$ cat src/design/pva_pkg.sv
// Shared types and constants for the polyphonic voice allocator.
package pva_pkg;

    typedef enum logic [1:0] {
        OP_NOTE_ON      = 2'd0,
        OP_NOTE_OFF     = 2'd1,
        OP_VOICE_SILENT = 2'd2,
        OP_RELEASE_ALL  = 2'd3
    } op_t;

    typedef struct packed {
        op_t         operation;
        logic [6:0]  note_key;
        logic [6:0]  note_velocity;
        logic [3:0]  target_voice;
        logic [31:0] timestamp;
    } req_t;

    typedef struct packed {
        logic       found;
        logic [3:0] voice_index;
        logic       stole_voice;
    } rsp_t;

    // One voice entry as held in the voice RAM.
    typedef struct packed {
        logic [6:0]  key;
        logic [6:0]  velocity;
        logic [31:0] start_time;
        logic [31:0] release_time;
    } voice_word_t;

    localparam int WORD_W = $bits(voice_word_t);

    localparam logic [31:0] TIME_MAX = 32'hFFFF_FFFF;

    // Per-voice flags held in flops, passed alongside each scanned entry.
    typedef struct packed {
        logic silent;
        logic sounding;
        logic rel_written;
    } scan_flags_t;

    typedef struct packed {
        logic have;
        logic stole;
    } sel_status_t;

    typedef enum logic [1:0] {
        ST_IDLE,
        ST_SCAN,
        ST_WRITE,
        ST_DONE
    } state_t;

endpackage

$ cat src/design/pva_ram.sv
// Generic single-port-write, single-port-read RAM with registered read data.
module pva_ram #(
    parameter int WIDTH = 8,
    parameter int DEPTH = 16
) (
    input  logic                                   clk,
    input  logic                                   we,
    input  logic [(DEPTH > 1 ? $clog2(DEPTH) : 1)-1:0] waddr,
    input  logic [WIDTH-1:0]                       wdata,
    input  logic                                   re,
    input  logic [(DEPTH > 1 ? $clog2(DEPTH) : 1)-1:0] raddr,
    output logic [WIDTH-1:0]                       rdata
);

    logic [WIDTH-1:0] mem [DEPTH];

    always_ff @(posedge clk)
    begin
        if (we)
        begin
            mem[waddr] <= wdata;
        end
        if (re)
        begin
            rdata <= mem[raddr];
        end
    end

endmodule

$ cat src/design/pva_select.sv
// Running best-voice selection over the entries streamed out of the voice RAM.
module pva_select #(
    parameter int VOICES = 16
) (
    input  logic                                          clk,
    input  logic                                          rst_n,
    input  logic                                          clear,
    input  logic                                          beat_valid,
    input  logic [(VOICES > 1 ? $clog2(VOICES) : 1)-1:0]  beat_idx,
    input  pva_pkg::scan_flags_t                          flags,
    input  pva_pkg::voice_word_t                          word,
    input  pva_pkg::op_t                                  op,
    input  logic [6:0]                                    key,
    output pva_pkg::sel_status_t                          status,
    output logic [(VOICES > 1 ? $clog2(VOICES) : 1)-1:0]  sel_idx,
    output pva_pkg::voice_word_t                          sel_word
);

    localparam int IW = (VOICES > 1) ? $clog2(VOICES) : 1;

    logic                 have_reg, have_next;
    logic                 silent_hit_reg, silent_hit_next;
    logic                 stole_reg, stole_next;
    logic [1:0]           prio_reg, prio_next;
    logic [31:0]          time_reg, time_next;
    logic [IW-1:0]        idx_reg, idx_next;
    pva_pkg::voice_word_t word_reg, word_next;

    logic        key_hit;
    logic [1:0]  cand_prio;
    logic [31:0] cand_time;
    logic        take;
    logic        take_silent;

    always_comb
    begin
        key_hit   = (word.key == key);
        // released voices rank above sounding ones; same key ranks higher
        cand_prio = {~flags.sounding, key_hit};
        // an entry that was never released has no release time written; zero stands in
        cand_time = flags.sounding ? word.start_time
                  : (flags.rel_written ? word.release_time : '0);

        take        = 1'b0;
        take_silent = 1'b0;
        if (beat_valid)
        begin
            if (op == pva_pkg::OP_NOTE_ON)
            begin
                if (!silent_hit_reg)
                begin
                    if (flags.silent)
                    begin
                        take_silent = 1'b1;
                    end
                    else if (!have_reg || cand_prio > prio_reg ||
                             (cand_prio == prio_reg && cand_time < time_reg))
                    begin
                        take = 1'b1;
                    end
                end
            end
            else
            begin
                // note off: later index wins a tie, hence <=
                if (!flags.silent && flags.sounding && key_hit &&
                    word.start_time <= time_reg)
                begin
                    take = 1'b1;
                end
            end
        end

        have_next       = have_reg;
        silent_hit_next = silent_hit_reg;
        stole_next      = stole_reg;
        prio_next       = prio_reg;
        time_next       = time_reg;
        idx_next        = idx_reg;
        word_next       = word_reg;

        if (clear)
        begin
            have_next       = 1'b0;
            silent_hit_next = 1'b0;
            stole_next      = 1'b0;
            prio_next       = 2'd0;
            time_next       = pva_pkg::TIME_MAX;
        end
        else if (take_silent)
        begin
            have_next       = 1'b1;
            silent_hit_next = 1'b1;
            stole_next      = 1'b0;
            idx_next        = beat_idx;
            word_next       = word;
        end
        else if (take)
        begin
            have_next  = 1'b1;
            stole_next = (op == pva_pkg::OP_NOTE_ON);
            prio_next  = cand_prio;
            time_next  = cand_time;
            idx_next   = beat_idx;
            word_next  = word;
        end
    end

    always_ff @(posedge clk or negedge rst_n)
    begin
        if (!rst_n)
        begin
            have_reg       <= 1'b0;
            silent_hit_reg <= 1'b0;
            stole_reg      <= 1'b0;
        end
        else
        begin
            have_reg       <= have_next;
            silent_hit_reg <= silent_hit_next;
            stole_reg      <= stole_next;
        end
    end

    always_ff @(posedge clk)
    begin
        prio_reg <= prio_next;
        time_reg <= time_next;
        idx_reg  <= idx_next;
        word_reg <= word_next;
    end

    assign status.have  = have_reg;
    assign status.stole = stole_reg;
    assign sel_idx      = idx_reg;
    assign sel_word     = word_reg;

endmodule

$ cat src/design/polyphonic_voice_allocator.sv
// Top level of the polyphonic voice allocator: control, voice flags and voice RAM.
//
// Usage
//   Requests arrive on req_valid/req_ready with one req_t beat: an operation
//   (note on, note off, voice silent, release all), key, velocity, target
//   voice and timestamp. Every request gives exactly one rsp_t beat on
//   rsp_valid/rsp_ready: found, voice index and a stolen-voice flag.
//   Voice key, velocity, start and release times live in one RAM of VOICES
//   entries; silent, sounding and release-written flags are flops.
//   Note on and note off read every voice once, one RAM read per cycle, so
//   the RAM read port sets the pace: the scan is followed by the write and
//   done states before the response is registered. Voice silent and
//   release all touch only the flags and go straight to the done state.
//   One request is in flight at a time; req_ready is high only when idle.
//   A stalled response sits in the output register and the next request is
//   still taken; its result waits until the held beat has gone.
//   Reset: all voices silent and not sounding; no RAM clearing pass is
//   needed, since the flags keep unwritten entries out of every selection.
module polyphonic_voice_allocator #(
    parameter int VOICES = 16
) (
    input  logic          clk,
    input  logic          rst_n,
    input  logic          req_valid,
    output logic          req_ready,
    input  pva_pkg::req_t req,
    output logic          rsp_valid,
    input  logic          rsp_ready,
    output pva_pkg::rsp_t rsp
);

    localparam int IW = (VOICES > 1) ? $clog2(VOICES) : 1;
    localparam int CW = $clog2(VOICES + 1);

    // control
    pva_pkg::state_t state_reg, state_next;
    logic [CW-1:0]   cnt_reg, cnt_next;
    logic            pipe_valid_reg, pipe_valid_next;
    logic [IW-1:0]   pipe_idx_reg, pipe_idx_next;
    logic            rsp_valid_reg, rsp_valid_next;

    // voice flags
    logic [VOICES-1:0] silent_reg, silent_next;
    logic [VOICES-1:0] sounding_reg, sounding_next;
    logic [VOICES-1:0] relw_reg, relw_next;

    // payload
    pva_pkg::req_t req_reg, req_next;
    pva_pkg::rsp_t res_reg, res_next;
    pva_pkg::rsp_t rsp_reg, rsp_next;

    // RAM side
    logic                 ram_re;
    logic                 ram_we;
    logic [IW-1:0]        ram_raddr;
    pva_pkg::voice_word_t ram_wdata;
    logic [pva_pkg::WORD_W-1:0] ram_rdata;

    // selection unit
    logic                 sel_clear;
    pva_pkg::scan_flags_t scan_flags;
    pva_pkg::sel_status_t sel_status;
    logic [IW-1:0]        sel_idx;
    pva_pkg::voice_word_t sel_word;

    pva_ram #(
        .WIDTH (pva_pkg::WORD_W),
        .DEPTH (VOICES)
    ) u_voice_ram (
        .clk   (clk),
        .we    (ram_we),
        .waddr (sel_idx),
        .wdata (ram_wdata),
        .re    (ram_re),
        .raddr (ram_raddr),
        .rdata (ram_rdata)
    );

    assign scan_flags.silent      = silent_reg[pipe_idx_reg];
    assign scan_flags.sounding    = sounding_reg[pipe_idx_reg];
    assign scan_flags.rel_written = relw_reg[pipe_idx_reg];

    pva_select #(
        .VOICES (VOICES)
    ) u_select (
        .clk        (clk),
        .rst_n      (rst_n),
        .clear      (sel_clear),
        .beat_valid (pipe_valid_reg),
        .beat_idx   (pipe_idx_reg),
        .flags      (scan_flags),
        .word       (pva_pkg::voice_word_t'(ram_rdata)),
        .op         (req_reg.operation),
        .key        (req_reg.note_key),
        .status     (sel_status),
        .sel_idx    (sel_idx),
        .sel_word   (sel_word)
    );

    always_comb
    begin
        state_next      = state_reg;
        cnt_next        = cnt_reg;
        pipe_valid_next = 1'b0;
        pipe_idx_next   = pipe_idx_reg;
        rsp_valid_next  = rsp_valid_reg;
        silent_next     = silent_reg;
        sounding_next   = sounding_reg;
        relw_next       = relw_reg;
        req_next        = req_reg;
        res_next        = res_reg;
        rsp_next        = rsp_reg;

        req_ready = (state_reg == pva_pkg::ST_IDLE);
        ram_re    = 1'b0;
        ram_raddr = cnt_reg[IW-1:0];
        ram_we    = 1'b0;
        ram_wdata = sel_word;
        sel_clear = 1'b0;

        if (rsp_valid_reg && rsp_ready)
        begin
            rsp_valid_next = 1'b0;
        end

        unique case (state_reg)
            pva_pkg::ST_IDLE:
            begin
                if (req_valid)
                begin
                    req_next = req;
                    res_next = '0;
                    unique case (req.operation)
                        pva_pkg::OP_NOTE_ON, pva_pkg::OP_NOTE_OFF:
                        begin
                            cnt_next   = '0;
                            sel_clear  = 1'b1;
                            state_next = pva_pkg::ST_SCAN;
                        end
                        pva_pkg::OP_VOICE_SILENT:
                        begin
                            if (32'(req.target_voice) < 32'(VOICES))
                            begin
                                silent_next[IW'(req.target_voice)] = 1'b1;
                                res_next.found       = 1'b1;
                                res_next.voice_index = req.target_voice;
                            end
                            state_next = pva_pkg::ST_DONE;
                        end
                        pva_pkg::OP_RELEASE_ALL:
                        begin
                            sounding_next = '0;
                            state_next    = pva_pkg::ST_DONE;
                        end
                        default:
                        begin
                            state_next = pva_pkg::ST_DONE;
                        end
                    endcase
                end
            end

            pva_pkg::ST_SCAN:
            begin
                // issue one read per cycle; data reaches the selector in the next cycle
                if (cnt_reg < CW'(VOICES))
                begin
                    ram_re          = 1'b1;
                    cnt_next        = cnt_reg + 1'b1;
                    pipe_valid_next = 1'b1;
                    pipe_idx_next   = cnt_reg[IW-1:0];
                end
                if (pipe_valid_reg && pipe_idx_reg == IW'(VOICES - 1))
                begin
                    state_next = pva_pkg::ST_WRITE;
                end
            end

            pva_pkg::ST_WRITE:
            begin
                res_next = '0;
                if (sel_status.have)
                begin
                    ram_we = 1'b1;
                    if (req_reg.operation == pva_pkg::OP_NOTE_ON)
                    begin
                        ram_wdata.key        = req_reg.note_key;
                        ram_wdata.velocity   = req_reg.note_velocity;
                        ram_wdata.start_time = req_reg.timestamp;
                        silent_next[sel_idx]   = 1'b0;
                        sounding_next[sel_idx] = 1'b1;
                    end
                    else
                    begin
                        ram_wdata.release_time = req_reg.timestamp;
                        sounding_next[sel_idx] = 1'b0;
                        relw_next[sel_idx]     = 1'b1;
                    end
                    res_next.found       = 1'b1;
                    res_next.voice_index = 4'(sel_idx);
                    res_next.stole_voice = sel_status.stole;
                end
                state_next = pva_pkg::ST_DONE;
            end

            pva_pkg::ST_DONE:
            begin
                if (!rsp_valid_reg || rsp_ready)
                begin
                    rsp_next       = res_reg;
                    rsp_valid_next = 1'b1;
                    state_next     = pva_pkg::ST_IDLE;
                end
            end

            default:
            begin
                state_next = pva_pkg::ST_IDLE;
            end
        endcase
    end

    always_ff @(posedge clk or negedge rst_n)
    begin
        if (!rst_n)
        begin
            state_reg      <= pva_pkg::ST_IDLE;
            cnt_reg        <= '0;
            pipe_valid_reg <= 1'b0;
            pipe_idx_reg   <= '0;
            rsp_valid_reg  <= 1'b0;
            silent_reg     <= '1;
            sounding_reg   <= '0;
            relw_reg       <= '0;
        end
        else
        begin
            state_reg      <= state_next;
            cnt_reg        <= cnt_next;
            pipe_valid_reg <= pipe_valid_next;
            pipe_idx_reg   <= pipe_idx_next;
            rsp_valid_reg  <= rsp_valid_next;
            silent_reg     <= silent_next;
            sounding_reg   <= sounding_next;
            relw_reg       <= relw_next;
        end
    end

    always_ff @(posedge clk)
    begin
        req_reg <= req_next;
        res_reg <= res_next;
        rsp_reg <= rsp_next;
    end

    assign rsp_valid = rsp_valid_reg;
    assign rsp       = rsp_reg;

endmodule

$ cat config.mk
export PLATFORM = sky130hd
export DESIGN_NAME = polyphonic_voice_allocator
export DESIGN_NICKNAME = d
export VERILOG_FILES = /design/src/design/pva_pkg.sv /design/src/design/pva_ram.sv /design/src/design/pva_select.sv /design/src/design/polyphonic_voice_allocator.sv
export SDC_FILE = /design/constraint.sdc
export NUM_CORES = 1
export LEC_CHECK = 0
export BUFFER_PORTS_ARGS = -buffer_cell sky130_fd_sc_hd__buf_2
export CAP_MARGIN = 20
export CORE_MARGIN = 4
export CORE_UTILIZATION = 56
export CTS_BUF_LIST = sky130_fd_sc_hd__clkbuf_8
export DETAILED_ROUTE_END_ITERATION = 7
export PLACE_DENSITY = 0.7
export SYNTH_ARGS = -nofsm -noshare
export SYNTH_HDL_FRONTEND = slang
export SYNTH_HIERARCHICAL = 1
export SYNTH_SLANG_ARGS = --single-unit
export TNS_END_PERCENT = 20
$ cat constraint.sdc
create_clock -name clk -period 10.3 [get_ports clk]
set_clock_uncertainty 0.15 [all_clocks]
set_input_delay 1.03 -clock clk [delete_from_list [all_inputs] [get_ports clk]]
set_output_delay 1.03 -clock clk [all_outputs]
set_load 0.005 [all_outputs]
==> results.py <==
metrics = {
    "yosys": {
        "avgSynthCellArea_um2": 20.2,
        "netlist_area_um2": 56100,
        "synthCells": 2776,
        "synth_warnings": 6,
        "syn_nets": 2902,
    },
    "cells_and_area": {
        "largest_register": "u_voice_ram/mem",
        "fin_cells": 4434,
        "largest_reg_flops": 1136,
        "design_area_um2": 62200,
        "regArea_um2": 42400,
        "multi_input_area_um2": 12900,
        "nFillCells": 6696,
        "nets": 3090,
        "area_growth_pct": 10.8,
        "final_layout_size_suffix_gt1_share_pct": 24.3,
    },
    "worst_hold_path": {
        "hold_path.class": "input pin to asynchronous set/reset pin",
    },
    "global_route": {
        "grt_pass1_wl_mm": 191,
        "first_global_vias": 29361,
        "grt_max_degree": 150,
        "overflow": 0,
        "track_usage_pct": 24.5,
        "antenna_found_initial": 2,
    },
    "placed_design": {
        "gp_congestion": 0.847,
        "place_inst": 4027,
        "port_buffers": 56,
        "dpl.hpwl_mm": 66.7,
        "placed_cell_area_um2": 57900,
    },
    "floorplanning": {
        "rows": 115,
        "die_y_um": 325,
        "die_area_um2": 105000,
        "ios": 64,
        "core_um2": 99000,
        "die_x_um": 325,
        "initial_utilization_pct": 56.7,
    },
    "sta": {
        "setup_viol": 0,
        "drv_slew": 0,
        "rsz0062_at_grt": "false",
        "hold_viol_final": 0,
        "whs_ns": 0.163,
        "tns_ns": 0,
        "relSlewSlack_pct": 29.5,
        "timing.final.crit_share_pct": 66.8,
        "layout_min_cycle_time_ns": 6.88,
        "tightest_slew_ns": 1.06,
        "fmaxAchievable_ghz": 0.145,
    },
    "routing": {
        "wirelength_mm": 129,
        "num_vias": 28277,
        "wl_per_cell_um": 29.0,
        "drt_iter0_drc": 2728,
        "detail-route-antenna-nets": 0,
        "via_per_inst": 6.38,
        "drcViolationCount": 0,
        "drtPass1Iterations": 6,
    },
    "status": {
        "outcome": "finished clean",
    },
    "worst_setup_path": {
        "worstPathMaxFanout": 56,
        "critPathLaunchType": "register",
        "regToRegEndpoint": "u_select/sel_word[72]",
        "reg2reg_slack_ns": 3.42,
        "r2r_start": "pipe_idx_reg[2]",
        "cp.arrival_ns": 7.22,
        "worst_r2r_path_depth": 16,
        "path_class": "register to register",
        "cp.required_ns": 10.64,
        "critPathCaptureType": "register",
    },
    "clock_network": {
        "clk_latency_ns": 0.89,
        "cts_buffers": 219,
        "cts_setup_buffers": 0,
        "cts-root-buf": "clkbuf_8",
        "clkSlewWorstSetupHoldPaths_ns": 0.06,
        "htree_levels": 4,
        "cts.repair.resized": 0,
        "cts_tree": "built",
        "cts.sinks": 1433,
        "clockBufferDepth": 3,
        "cts_hold_buf": 0,
    },
    "power_and_ir_drop": {
        "ir_worst_vdd_mv": 0.296,
        "p_leak_nw": 20.5,
        "p_per_area_nw_per_um2": 260,
    },
    "run": {
        "drv_cap": 0,
    },
}
-- layout by cell type (no fill, tap or decap), types with 31 or more instances in the layout --
| cell type | instances |
|---|---|
| a22oi_1 | 143 |
| buf_4 | 54 |
| dfxtp_1 | 34 |
| ha_1 | 70 |
| mux2_1 | 72 |
| mux4_2 | 293 |
| inv_1 | 130 |
| clkinv_2 | 31 |
| a22o_1 | 34 |
| buf_2 | 56 |
| clkbuf_8 | 226 |
| edfxtp_1 | 1335 |
| clkinv_1 | 40 |
| a21oi_1 | 41 |
| mux2i_1 | 37 |
| dfrtp_1 | 46 |
| nand2_1 | 113 |
| o21ai_1 | 32 |
| nor2_1 | 83 |
-- area by class of cell --
class / instances / share of cell area [%]
clock inverters: 173 / 1.83
well taps: 1287 / 2.59
repair buffers: 118 / 1.35
inverters: 61 / 0.372
multi-input cells: 1131 / 20.7
flip-flops and latches: 1433 / 68.2
clock buffers: 226 / 5.00
diodes: 5 / 0.0201
-- critical path: stages (launching register included) --
cell and delay [ns]:
dfrtp_1 0.79, mux4_2 0.57, nor2b_1 0.14, a211oi_1 0.37, a21oi_4 0.06, buf_4 0.30
nor2b_4 0.79, a22o_1 0.28, ha_1 0.25, a21oi_1 0.16, nor2_1 0.07, a211oi_1 0.24
o21ai_0 0.18, a2bb2oi_1 0.41, o211ai_1 0.33, a21oi_4 0.82, buf_12 0.47
-- per-stage QoR --
step           power (mW)  worst slack [ns]  util [%]
2_1_floorplan        10.6              2.53         -
3_3_place_gp         11.6              3.55      58.4
3_5_place_dp         11.7              3.51      58.5
4_1_cts              16.3              3.48      62.8
5_1_grt              17.0              3.11      62.8
6_report             16.2              3.42      62.8
-- where the power goes --
group          switching (mW)  total, mW  internal, mW
logic                    2.34       4.05          1.71
clock network            2.19       4.52          2.34
registers               0.396       7.59          7.20
total                    4.92       16.2          11.2
-- layer usage --
metal / vias to the layer above / global-route usage, % / share of wire [%]
li1: 11822 / - / -
met1: 14847 / 34.7 / 40
met2: 1395 / 39.4 / 49
met3: 213 / 4.71 / 8.6
met4: 0 / 7.67 / 2.5
met5: - / 0 / 0
-- worst max path at each step --
| stage | endpoint | cells past startpoint | startpoint |
|---|---|---|---|
| after floorplan | u_select/sel_idx[0] | 17 | pipe_idx_reg[2] |
| after global placement | u_select/sel_word[40] | 16 | pipe_idx_reg[2] |
| after detailed placement | u_select/sel_word[9] | 15 | pipe_idx_reg[0] |
| after CTS | u_select/sel_word[1] | 16 | pipe_idx_reg[2] |
| after global routing | u_select/sel_word[74] | 16 | pipe_idx_reg[2] |
| final | u_select/sel_word[72] | 16 | pipe_idx_reg[2] |
Power figures use the tool's default switching activity.
